[src/rtl/gsht_pkg.sv]
// Package with the types, codes and helpers of the slot handle table.
`default_nettype none

package gsht_pkg;

  localparam logic [1:0] FUNC_ADD    = 2'd0;
  localparam logic [1:0] FUNC_REMOVE = 2'd1;
  localparam logic [1:0] FUNC_CLEAR  = 2'd2;

  localparam logic [2:0] ST_ACCEPTED  = 3'd0;
  localparam logic [2:0] ST_INVALID   = 3'd1;
  localparam logic [2:0] ST_FULL      = 3'd2;
  localparam logic [2:0] ST_NOT_FOUND = 3'd3;
  localparam logic [2:0] ST_STALE     = 3'd4;

  localparam logic [31:0] GEN_MAX   = 32'hFFFF_FFFF;
  localparam logic [31:0] GEN_FIRST = 32'd1;

  localparam int QDEPTH = 2;
  localparam int QPW    = $clog2(QDEPTH);
  localparam int QCW    = $clog2(QDEPTH + 1);

  typedef struct packed {
    logic [1:0]  func;
    logic        entry_kind;
    logic        entry_valid;
    logic [15:0] handle_index;
    logic [31:0] handle_generation;
  } in_item_t;

  typedef struct packed {
    logic [2:0]  status;
    logic [15:0] result_index;
    logic [31:0] result_generation;
    logic [6:0]  occupied_count;
  } out_item_t;

  typedef enum logic [1:0] {
    OP_REPLY,
    OP_ADD,
    OP_REMOVE,
    OP_CLEAR
  } op_t;

  typedef struct packed {
    op_t         op;
    logic [2:0]  status;
    logic [15:0] idx;
    logic [31:0] gen;
  } cmd_t;

  typedef enum logic [2:0] {
    BK_INIT,
    BK_IDLE,
    BK_SCAN,
    BK_ADD_READ,
    BK_CHECK,
    BK_SWEEP,
    BK_DONE
  } bk_state_t;

  function automatic logic [31:0] gen_bump(input logic [31:0] g);
    return (g == GEN_MAX) ? GEN_FIRST : g + 32'd1;
  endfunction

endpackage

`default_nettype wire

[src/rtl/gsht_front.sv]
// Front end: takes request beats and sorts them into queue commands.
`default_nettype none

module gsht_front #(
  parameter int SLOTS = 64
) (
  input  logic              rst_n,
  input  logic              in_valid,
  output logic              in_stall,
  input  gsht_pkg::in_item_t in_data,
  input  logic              q_full,
  input  logic              init_busy,
  output logic              q_push,
  output gsht_pkg::cmd_t    q_cmd
);
  import gsht_pkg::*;

  logic out_of_range;

  // Hold requests back while in reset, while the queue is full or while the tables are being set up.
  assign in_stall = q_full || init_busy || !rst_n;
  assign q_push   = in_valid && !in_stall;

  assign out_of_range = (in_data.handle_generation == 32'd0) ||
                        (in_data.handle_index >= 16'(SLOTS));

  always_comb begin
    q_cmd.op     = OP_REPLY;
    q_cmd.status = ST_NOT_FOUND;
    q_cmd.idx    = 16'd0;
    q_cmd.gen    = 32'd0;
    case (in_data.func)
      FUNC_ADD: begin
        if (in_data.entry_valid) begin
          q_cmd.op = OP_ADD;
        end else begin
          q_cmd.status = ST_INVALID;
        end
      end
      FUNC_REMOVE: begin
        q_cmd.idx = in_data.handle_index;
        q_cmd.gen = in_data.handle_generation;
        if (!out_of_range) begin
          q_cmd.op = OP_REMOVE;
        end
      end
      FUNC_CLEAR: begin
        q_cmd.op     = OP_CLEAR;
        q_cmd.status = ST_ACCEPTED;
      end
      default: begin
        // The unused code answers "not found" and touches nothing.
        q_cmd.op = OP_REPLY;
      end
    endcase
  end

endmodule

`default_nettype wire

[src/rtl/gsht_fifo.sv]
// Short command queue between the front end and the back end.
`default_nettype none

module gsht_fifo (
  input  logic           clk,
  input  logic           rst_n,
  input  logic           push,
  input  gsht_pkg::cmd_t push_cmd,
  output logic           full,
  input  logic           pop,
  output logic           head_valid,
  output gsht_pkg::cmd_t head_cmd
);
  import gsht_pkg::*;

  cmd_t            entry_r [QDEPTH];
  logic [QPW-1:0]  wr_ptr_r, wr_ptr_nxt;
  logic [QPW-1:0]  rd_ptr_r, rd_ptr_nxt;
  logic [QCW-1:0]  cnt_r, cnt_nxt;

  assign full       = (cnt_r == QCW'(QDEPTH));
  assign head_valid = (cnt_r != '0);
  assign head_cmd   = entry_r[rd_ptr_r];

  always_comb begin
    wr_ptr_nxt = push ? wr_ptr_r + 1'b1 : wr_ptr_r;
    rd_ptr_nxt = pop ? rd_ptr_r + 1'b1 : rd_ptr_r;
    cnt_nxt    = cnt_r;
    if (push && !pop) begin
      cnt_nxt = cnt_r + 1'b1;
    end else if (pop && !push) begin
      cnt_nxt = cnt_r - 1'b1;
    end
  end

  always_ff @(posedge clk) begin
    if (!rst_n) begin
      wr_ptr_r <= '0;
      rd_ptr_r <= '0;
      cnt_r    <= '0;
    end else begin
      wr_ptr_r <= wr_ptr_nxt;
      rd_ptr_r <= rd_ptr_nxt;
      cnt_r    <= cnt_nxt;
    end
  end

  always_ff @(posedge clk) begin
    if (push) begin
      entry_r[wr_ptr_r] <= push_cmd;
    end
  end

endmodule

`default_nettype wire

[src/rtl/gsht_back.sv]
// Back end: slot tables, free-slot scan, generation updates and result register.
`default_nettype none

module gsht_back #(
  parameter int SLOTS = 64
) (
  input  logic               clk,
  input  logic               rst_n,
  input  logic               q_valid,
  input  gsht_pkg::cmd_t     q_cmd,
  output logic               q_pop,
  output logic               init_busy,
  output logic               out_valid,
  input  logic               out_stall,
  output gsht_pkg::out_item_t out_data
);
  import gsht_pkg::*;

  localparam int CHUNK      = (SLOTS >= 32) ? 32 : (1 << $clog2(SLOTS));
  localparam int CB         = $clog2(CHUNK);
  localparam int NCHUNK     = (SLOTS + CHUNK - 1) / CHUNK;
  localparam int WW         = (NCHUNK > 1) ? $clog2(NCHUNK) : 1;
  localparam int SW         = $clog2(SLOTS);
  localparam int CW         = $clog2(SLOTS + 1);
  localparam int LAST_VALID = SLOTS - (NCHUNK - 1) * CHUNK;
  localparam logic [CHUNK-1:0] LAST_MASK =
    CHUNK'(({{CHUNK{1'b0}}, 1'b1} << LAST_VALID) - 1'b1);
  localparam logic [WW-1:0] LAST_WORD = WW'(NCHUNK - 1);
  localparam logic [SW-1:0] LAST_SLOT = SW'(SLOTS - 1);

  // Generation per slot, and occupancy packed CHUNK slots to a word.
  logic [31:0]      gen_mem  [SLOTS];
  logic [CHUNK-1:0] busy_mem [NCHUNK];

  logic             gen_re, gen_we;
  logic [SW-1:0]    gen_ra, gen_wa;
  logic [31:0]      gen_wd, gen_q;
  logic             busy_re, busy_we;
  logic [WW-1:0]    busy_ra, busy_wa;
  logic [CHUNK-1:0] busy_wd, busy_q;

  bk_state_t        state_r, state_nxt;
  cmd_t             cmd_r, cmd_nxt;
  logic [WW-1:0]    word_r, word_nxt;
  logic [SW-1:0]    slot_r, slot_nxt;
  logic [SW-1:0]    sweep_r, sweep_nxt;
  logic [CW-1:0]    count_r, count_nxt;
  logic [2:0]       res_status_r, res_status_nxt;
  logic [15:0]      res_idx_r, res_idx_nxt;
  logic [31:0]      res_gen_r, res_gen_nxt;
  logic             out_valid_r, out_valid_nxt;
  out_item_t        out_data_r, out_data_nxt;

  logic [CHUNK-1:0] free_bits;
  logic [CB-1:0]    free_off;
  logic             found;
  logic             last_word;
  logic [SW-1:0]    new_slot;
  logic [SW-1:0]    rm_slot;
  logic [WW-1:0]    rm_word;
  logic [CB-1:0]    rm_off;
  logic             rm_busy;
  logic             rm_match;
  logic             sweep_last;
  logic             sweep_word_start;
  logic [WW-1:0]    sweep_word;
  logic             out_free;

  assign last_word = (word_r == LAST_WORD);
  assign free_bits = ~busy_q & (last_word ? LAST_MASK : {CHUNK{1'b1}});
  assign found     = |free_bits;

  always_comb begin
    free_off = '0;
    for (int i = CHUNK - 1; i >= 0; i--) begin
      if (free_bits[i]) begin
        free_off = CB'(i);
      end
    end
  end

  assign new_slot = SW'({word_r, free_off});

  assign rm_slot  = cmd_r.idx[SW-1:0];
  assign rm_word  = WW'(cmd_r.idx >> CB);
  assign rm_off   = cmd_r.idx[CB-1:0];
  assign rm_busy  = busy_q[rm_off];
  assign rm_match = (gen_q == cmd_r.gen);

  assign sweep_last       = (sweep_r == LAST_SLOT);
  assign sweep_word_start = (sweep_r[CB-1:0] == '0);
  assign sweep_word       = WW'(sweep_r >> CB);

  assign out_free = !out_valid_r || !out_stall;

  assign init_busy = (state_r == BK_INIT);
  assign out_valid = out_valid_r;
  assign out_data  = out_data_r;

  always_comb begin
    state_nxt = state_r;
    case (state_r)
      BK_INIT: begin
        if (sweep_last) begin
          state_nxt = BK_IDLE;
        end
      end
      BK_IDLE: begin
        if (q_valid) begin
          case (q_cmd.op)
            OP_ADD:    state_nxt = BK_SCAN;
            OP_REMOVE: state_nxt = BK_CHECK;
            OP_CLEAR:  state_nxt = BK_SWEEP;
            default:   state_nxt = BK_DONE;
          endcase
        end
      end
      BK_SCAN: begin
        if (found) begin
          state_nxt = BK_ADD_READ;
        end else if (last_word) begin
          state_nxt = BK_DONE;
        end
      end
      BK_ADD_READ: state_nxt = BK_DONE;
      BK_CHECK:    state_nxt = BK_DONE;
      BK_SWEEP: begin
        if (sweep_last) begin
          state_nxt = BK_DONE;
        end
      end
      BK_DONE: begin
        if (out_free) begin
          state_nxt = BK_IDLE;
        end
      end
      default: state_nxt = BK_IDLE;
    endcase
  end

  always_comb begin
    q_pop          = 1'b0;
    gen_re         = 1'b0;
    gen_ra         = '0;
    gen_we         = 1'b0;
    gen_wa         = '0;
    gen_wd         = gen_bump(gen_q);
    busy_re        = 1'b0;
    busy_ra        = '0;
    busy_we        = 1'b0;
    busy_wa        = '0;
    busy_wd        = '0;
    cmd_nxt        = cmd_r;
    word_nxt       = word_r;
    slot_nxt       = slot_r;
    sweep_nxt      = sweep_r;
    count_nxt      = count_r;
    res_status_nxt = res_status_r;
    res_idx_nxt    = res_idx_r;
    res_gen_nxt    = res_gen_r;
    out_valid_nxt  = out_valid_r && out_stall;
    out_data_nxt   = out_data_r;
    case (state_r)
      BK_INIT: begin
        gen_we = 1'b1;
        gen_wa = sweep_r;
        gen_wd = GEN_FIRST;
        if (sweep_word_start) begin
          busy_we = 1'b1;
          busy_wa = sweep_word;
        end
        sweep_nxt = sweep_last ? '0 : sweep_r + 1'b1;
      end
      BK_IDLE: begin
        if (q_valid) begin
          q_pop   = 1'b1;
          cmd_nxt = q_cmd;
          case (q_cmd.op)
            OP_ADD: begin
              busy_re  = 1'b1;
              word_nxt = '0;
            end
            OP_REMOVE: begin
              gen_re  = 1'b1;
              gen_ra  = q_cmd.idx[SW-1:0];
              busy_re = 1'b1;
              busy_ra = WW'(q_cmd.idx >> CB);
            end
            OP_CLEAR: begin
              gen_re    = 1'b1;
              sweep_nxt = '0;
            end
            default: begin
              res_status_nxt = q_cmd.status;
              res_idx_nxt    = q_cmd.idx;
              res_gen_nxt    = q_cmd.gen;
            end
          endcase
        end
      end
      BK_SCAN: begin
        if (found) begin
          busy_we   = 1'b1;
          busy_wa   = word_r;
          busy_wd   = busy_q | (CHUNK'(1) << free_off);
          gen_re    = 1'b1;
          gen_ra    = new_slot;
          slot_nxt  = new_slot;
          count_nxt = count_r + 1'b1;
        end else if (last_word) begin
          res_status_nxt = ST_FULL;
          res_idx_nxt    = 16'd0;
          res_gen_nxt    = 32'd0;
        end else begin
          busy_re  = 1'b1;
          busy_ra  = word_r + 1'b1;
          word_nxt = word_r + 1'b1;
        end
      end
      BK_ADD_READ: begin
        res_status_nxt = ST_ACCEPTED;
        res_idx_nxt    = 16'(slot_r);
        res_gen_nxt    = gen_q;
      end
      BK_CHECK: begin
        res_idx_nxt = cmd_r.idx;
        res_gen_nxt = cmd_r.gen;
        if (!rm_busy) begin
          res_status_nxt = ST_NOT_FOUND;
        end else if (!rm_match) begin
          res_status_nxt = ST_STALE;
        end else begin
          res_status_nxt = ST_ACCEPTED;
          gen_we         = 1'b1;
          gen_wa         = rm_slot;
          busy_we        = 1'b1;
          busy_wa        = rm_word;
          busy_wd        = busy_q & ~(CHUNK'(1) << rm_off);
          count_nxt      = count_r - 1'b1;
        end
      end
      BK_SWEEP: begin
        gen_we = 1'b1;
        gen_wa = sweep_r;
        if (sweep_word_start) begin
          busy_we = 1'b1;
          busy_wa = sweep_word;
        end
        if (sweep_last) begin
          sweep_nxt      = '0;
          count_nxt      = '0;
          res_status_nxt = ST_ACCEPTED;
          res_idx_nxt    = 16'd0;
          res_gen_nxt    = 32'd0;
        end else begin
          gen_re    = 1'b1;
          gen_ra    = sweep_r + 1'b1;
          sweep_nxt = sweep_r + 1'b1;
        end
      end
      BK_DONE: begin
        if (out_free) begin
          out_valid_nxt                   = 1'b1;
          out_data_nxt.status             = res_status_r;
          out_data_nxt.result_index       = res_idx_r;
          out_data_nxt.result_generation  = res_gen_r;
          out_data_nxt.occupied_count     = 7'(count_r);
        end
      end
      default: begin
        out_valid_nxt = out_valid_r && out_stall;
      end
    endcase
  end

  always_ff @(posedge clk) begin
    if (!rst_n) begin
      state_r     <= BK_INIT;
      sweep_r     <= '0;
      count_r     <= '0;
      out_valid_r <= 1'b0;
    end else begin
      state_r     <= state_nxt;
      sweep_r     <= sweep_nxt;
      count_r     <= count_nxt;
      out_valid_r <= out_valid_nxt;
    end
  end

  always_ff @(posedge clk) begin
    cmd_r        <= cmd_nxt;
    word_r       <= word_nxt;
    slot_r       <= slot_nxt;
    res_status_r <= res_status_nxt;
    res_idx_r    <= res_idx_nxt;
    res_gen_r    <= res_gen_nxt;
    out_data_r   <= out_data_nxt;
  end

  always_ff @(posedge clk) begin
    if (gen_we) begin
      gen_mem[gen_wa] <= gen_wd;
    end
    if (gen_re) begin
      gen_q <= gen_mem[gen_ra];
    end
  end

  always_ff @(posedge clk) begin
    if (busy_we) begin
      busy_mem[busy_wa] <= busy_wd;
    end
    if (busy_re) begin
      busy_q <= busy_mem[busy_ra];
    end
  end

endmodule

`default_nettype wire

[src/rtl/generational_slot_handle_table.sv]
// Top level of the generational slot handle table.
//
//   Port group  Dir  Beat type             Flow control
//   in_         in   gsht_pkg::in_item_t   in_valid, in_stall
//   out_        out  gsht_pkg::out_item_t  out_valid, out_stall
//
// In the back end, a request answered straight away (invalid add, bad handle,
// unused code) goes to the result register without touching the tables; a
// remove reads the slot's generation and occupancy word; an add reads the
// occupancy words, up to 32 slots to a word, until one holds a free slot or
// the last word is read; and clear walks the generation memory one slot a
// cycle.
// After reset the tables are set up slot by slot; in_stall is high then.
// The queue holds up to two requests while the back end works, and a
// finished result waits in the output register while out_stall is high.
`default_nettype none

module generational_slot_handle_table #(
  parameter int SLOTS = 64
) (
  input  logic                clk,
  input  logic                rst_n,
  input  logic                in_valid,
  output logic                in_stall,
  input  gsht_pkg::in_item_t  in_data,
  output logic                out_valid,
  input  logic                out_stall,
  output gsht_pkg::out_item_t out_data
);
  import gsht_pkg::*;

  // Commands travel from the front end to the back end through the queue.
  cmd_t front_cmd;
  cmd_t head_cmd;
  logic q_push;
  logic q_full;
  logic q_pop;
  logic head_valid;
  logic init_busy;

  // The front end sorts each request: bad handles, invalid adds and unused codes
  // are answered without touching the tables, the rest become table commands.
  gsht_front #(
    .SLOTS(SLOTS)
  ) u_front (
    .rst_n    (rst_n),
    .in_valid (in_valid),
    .in_stall (in_stall),
    .in_data  (in_data),
    .q_full   (q_full),
    .init_busy(init_busy),
    .q_push   (q_push),
    .q_cmd    (front_cmd)
  );

  gsht_fifo u_fifo (
    .clk       (clk),
    .rst_n     (rst_n),
    .push      (q_push),
    .push_cmd  (front_cmd),
    .full      (q_full),
    .pop       (q_pop),
    .head_valid(head_valid),
    .head_cmd  (head_cmd)
  );

  // The back end owns the generation and occupancy memories and the
  // occupied-slot count, and drives the result register.
  gsht_back #(
    .SLOTS(SLOTS)
  ) u_back (
    .clk      (clk),
    .rst_n    (rst_n),
    .q_valid  (head_valid),
    .q_cmd    (head_cmd),
    .q_pop    (q_pop),
    .init_busy(init_busy),
    .out_valid(out_valid),
    .out_stall(out_stall),
    .out_data (out_data)
  );

endmodule

`default_nettype wire

[config.mk]
export PLATFORM = sky130hd
export DESIGN_NAME = generational_slot_handle_table
export DESIGN_NICKNAME = d
export VERILOG_FILES = /design/src/rtl/gsht_pkg.sv /design/src/rtl/gsht_front.sv /design/src/rtl/gsht_fifo.sv /design/src/rtl/gsht_back.sv /design/src/rtl/generational_slot_handle_table.sv
export SDC_FILE = /design/constraint.sdc
export NUM_CORES = 2
export LEC_CHECK = 0
export BUFFER_PORTS_ARGS = -buffer_cell sky130_fd_sc_hd__buf_2
export CAP_MARGIN = 20
export CORE_MARGIN = 4
export CORE_UTILIZATION = 35
export CTS_CLUSTER_DIAMETER = 120
export CTS_CLUSTER_SIZE = 12
export DETAILED_ROUTE_END_ITERATION = 10
export PLACE_DENSITY_LB_ADDON = 0.05
export SYNTH_ARGS = -nofsm -noshare
export SYNTH_HDL_FRONTEND = slang
export SYNTH_SLANG_ARGS = --single-unit
[constraint.sdc]
create_clock -name clk -period 4.8 [get_ports clk]
set_input_delay 0.48 -clock clk [delete_from_list [all_inputs] [get_ports clk]]
set_output_delay 0.48 -clock clk [all_outputs]
set_load 0.1 [all_outputs]
==> reports/results.ini <==
[clocking]
cts.clk_slew.worst_paths_ns = 0.07
ctsLongestPathBuffers = 4
htreeDepth = 4
clock-sinks = 2466
cts_tree = built
clk_latency_ns = 0.91
cts_made_buffers = 227
root_buffer = clkbuf_16

[worst_setup_path]
crit_path_start_kind = flop
r2r_end = u_back.gen_q[0]
ff2ff_setup_slack_ns = 0.15
crit_type = flop to flop
crit_top_cell = buf_4
r2r_start = u_back.busy_q[0]
cp.arrival_ns = 5.31
crit_chain = nand4_1, or4_1, o21ai_4, buf_4, inv_2, a31oi_4, buf_4, buf_12, and3_1, a311oi_1, a2111oi_2, o32ai_1, buf_4
slowest_stage = a2111oi_2
r2r_cells = 13
crit_buf_inv = 5
cp_max_fo = 42
cp-end-kind = flop
max_stage_delay_ns = 0.95
crit_family = compound AO/OA/AOI/OAI gates
cp.required_ns = 5.46

[sta]
fin_crit_sh = 0.9680
maxSlewHeadroom = 0.2256
finClkSkew_ns = 0.08549
fin_crit_ns = 4.646
rsz0062_at_grt = false
worstMarginPinSlew_ns = 1.162
hold_viol_final = 0
finalWorstSetupSlack_ns = 0.1536
max_freq_ghz = 0.2152
fin_tns_setup_ns = 0
setup_violations = 0
final_max_slew_viol_count = 0

[synthesis]
synthAdderAreaFrac = 0.001846
synth_mux_area_frac = 0.06287
yosysWarningCount = 0
synthXorXnorAreaFrac = 0.006283
synthCells = 6407
synth_seq_cells = 2466
async_flop_share = 0
synth-compound-area-share = 0.08603
synth_simple_gate_area_frac = 0.07637
syn_nets = 6477
syn_avg_cell_area_sq_um = 15.45
synth_area_sq_um = 98970
synth_top_family_by_area = compound AO/OA/AOI/OAI gates
synth_edf_count = 2444
synth_flop_cell = edfxtp_1
synth.lib_cells_used.distinct = 76
synth_seq_area_share = 0.7460

[final_layout]
final_cell_mix = 2444 x edfxtp_1, 986 x nand2_1, 516 x buf_4, 508 x mux2i_1, 233 x and3_1
finish.utilization = 0.4197
area_growth_pct = 18.91
nets = 7144
drive_above_1_share = 0.1867
fillCellCount = 25370
layout.cells.non_filler = 10847
layout_commonest_cell = edfxtp_1

[grt]
grt_pass1_wl_mm = 468.5
grt_pass1_vias = 58888
antenna_found_initial = 15
grt_max_degree = 65
grtUsageTotal = 0.2233
grt_overflow_total = 0

[worst_hold_path]
hold_path_depth = 4
holdPathEnd = u_fifo.wr_ptr_r
hold_path.class = input pin to flop
worstHoldStart = in_valid

[floorplan]
io-pin-count = 116
die_h_um = 539.8
rows = 194
die-area_sq_um = 291300
core_area_sq_um = 280400
fp.dieW_um = 539.8
start_util = 0.3530

[place]
hpwlAfterDp_mm = 208.6
port_buffers = 114
place_inst = 10498
post-place-ws_ns = -0.1365
routabilityCongestion = 0.8311

[detailed_routing]
ant_nets = 0
wl_mm = 334.6
drcViolationCount = 0
avgViaCountPerCell = 5.504
drt_iter0_markers = 5152
wl_per_cell_um = 30.85
vias = 59705
dr.pass1.iters = 7

[power_and_ir_drop]
peakVddDrop_v = 0.0004337
p_leak_nw = 42.31
total_power_mw = 60.56
cellPowerDensity_nw_per_um2 = 514.6

[status]
run_status = finished clean

[run]
cap_viol_max_count = 0

cells in the mapped netlist, types with 12 or more instances:
| cell | n | share of area |
|---|---|---|
| ha_1 | 13 | 0.0016 |
| a221oi_1 | 193 | 0.017 |
| a32oi_1 | 102 | 0.0090 |
| o22ai_1 | 30 | 0.0019 |
| edfxtp_1 | 2444 | 0.74 |
| xor2_1 | 23 | 0.0020 |
| nor3_1 | 13 | 0.00066 |
| o21ai_0 | 117 | 0.0059 |
| dfxtp_1 | 22 | 0.0045 |
| a31oi_1 | 16 | 0.0010 |
| mux2_2 | 81 | 0.0092 |
| nand2b_1 | 13 | 0.00082 |
| nor2_1 | 198 | 0.0075 |
| buf_2 | 86 | 0.0043 |
| a32o_1 | 47 | 0.0048 |
| xnor2_1 | 48 | 0.0042 |
| and3_1 | 234 | 0.015 |
| a221o_1 | 34 | 0.0034 |
| and2_1 | 56 | 0.0035 |
| o32ai_1 | 33 | 0.0029 |
| buf_4 | 31 | 0.0024 |
| a211oi_1 | 126 | 0.0096 |
| clkbuf_1 | 282 | 0.011 |
| nand2_1 | 989 | 0.038 |
| nand4_1 | 28 | 0.0018 |
| nor4_1 | 16 | 0.0010 |
| mux2i_1 | 508 | 0.051 |
| inv_1 | 26 | 0.00099 |
| a311oi_1 | 105 | 0.0093 |
| o41ai_1 | 30 | 0.0027 |
| buf_1 | 21 | 0.00080 |
| nor2b_1 | 12 | 0.00076 |
| a21o_1 | 41 | 0.0031 |
| a2111oi_0 | 62 | 0.0055 |
| a21oi_1 | 103 | 0.0052 |
| nand3_1 | 122 | 0.0062 |
area by class of cell:
| cell class | count | area, sq um | area share |
|---|---|---|---|
| clock buffers | 251 | 5834 | 0.04958 |
| diodes | 16 | 40.04 | 0.0003402 |
| inverters | 31 | 116.4 | 0.0009888 |
| multi-input cells | 3479 | 24370 | 0.2071 |
| repair buffers | 869 | 8656 | 0.07355 |
| clock inverters | 11 | 172.7 | 0.001467 |
| flip-flops and latches | 2466 | 73830 | 0.6274 |
| well taps | 3724 | 4659 | 0.03959 |
routing by layer:
layer	vias up	routed length [um]	GRT usage
li1	26462	-	-
met4	2	10130	0.06019
met1	31255	152600	0.3203
met2	1621	155700	0.3596
met5	-	13	0
met3	365	16150	0.02768
through the flow:
stage          hold slack, ns  instance area [sq um]
2_1_floorplan          0.4003                  98970
3_3_place_gp           0.4041                 110800
3_5_place_dp           0.4056                 110800
4_1_cts               0.04085                 117400
5_1_grt               0.06524                 117600
6_report               0.1035                 117700
timing repair:
action | CTS | global route
resized for setup | 1 | 13
hold endpoints to repair | 102 | 0
hold buffers | 52 | 0
cloned | 1 | 2
setup endpoints to repair | 292 | 130
buffers inserted | 6 | 11
pin swaps | 2 | 3
report_power, final:
part           total (mW)  switching (mW)  internal [mW]
Clock                16.2            7.74           8.50
Sequential           28.8           0.547           28.3
Combinational        15.5            11.1           4.40
flip-flops by register name (all words and copies together), names as in the netlist, 6 cells and up, named ones only:
signal / count
u_back.busy_mem: 64
u_back.busy_q: 32
u_back.cmd_r: 48
u_back.count_r: 7
u_back.gen_mem: 2048
u_back.gen_q: 32
u_back.out_data: 58
u_back.res_gen_r: 32
u_back.res_idx_r: 16
u_back.slot_r: 6
u_back.sweep_r: 6
u_fifo.entry_r: 104
tightest hold or removal path: stages:
cell     delay, ns
buf_2         0.08
nand2_1       0.15
xor2_1        0.17
nor2_1        0.05
how the worst max path moves through the flow:
stage / startpoint / endpoint / cells after the start
after CTS: flop / u_back.gen_q[7] / 14
after detailed placement: u_back.gen_q[14] / u_back.gen_mem[60][5] / 14
after floorplan: u_back.cmd_r[32] / u_back.gen_mem[17][0] / 10
final: u_back.busy_q[0] / u_back.gen_q[0] / 13
after global routing: u_back.busy_q[5] / u_back.gen_q[24] / 16
after global placement: u_back.busy_q[23] / u_back.gen_q[4] / 13
kinds of logic (layout without fill, tap and decap cells):
logic type | Yosys count | in the layout
and+or+nand+nor | 1704 | 1705
DFF | 2466 | 2466
AOI/OAI and AO/OA | 1090 | 1090
adders and majority gates | 14 | 14
muxes | 599 | 599
other | 0 | 16
xor gates and xnor gates | 71 | 71
buffers and inverters | 463 | 1162
No activity file was read; power rests on OpenSTA's default activity.
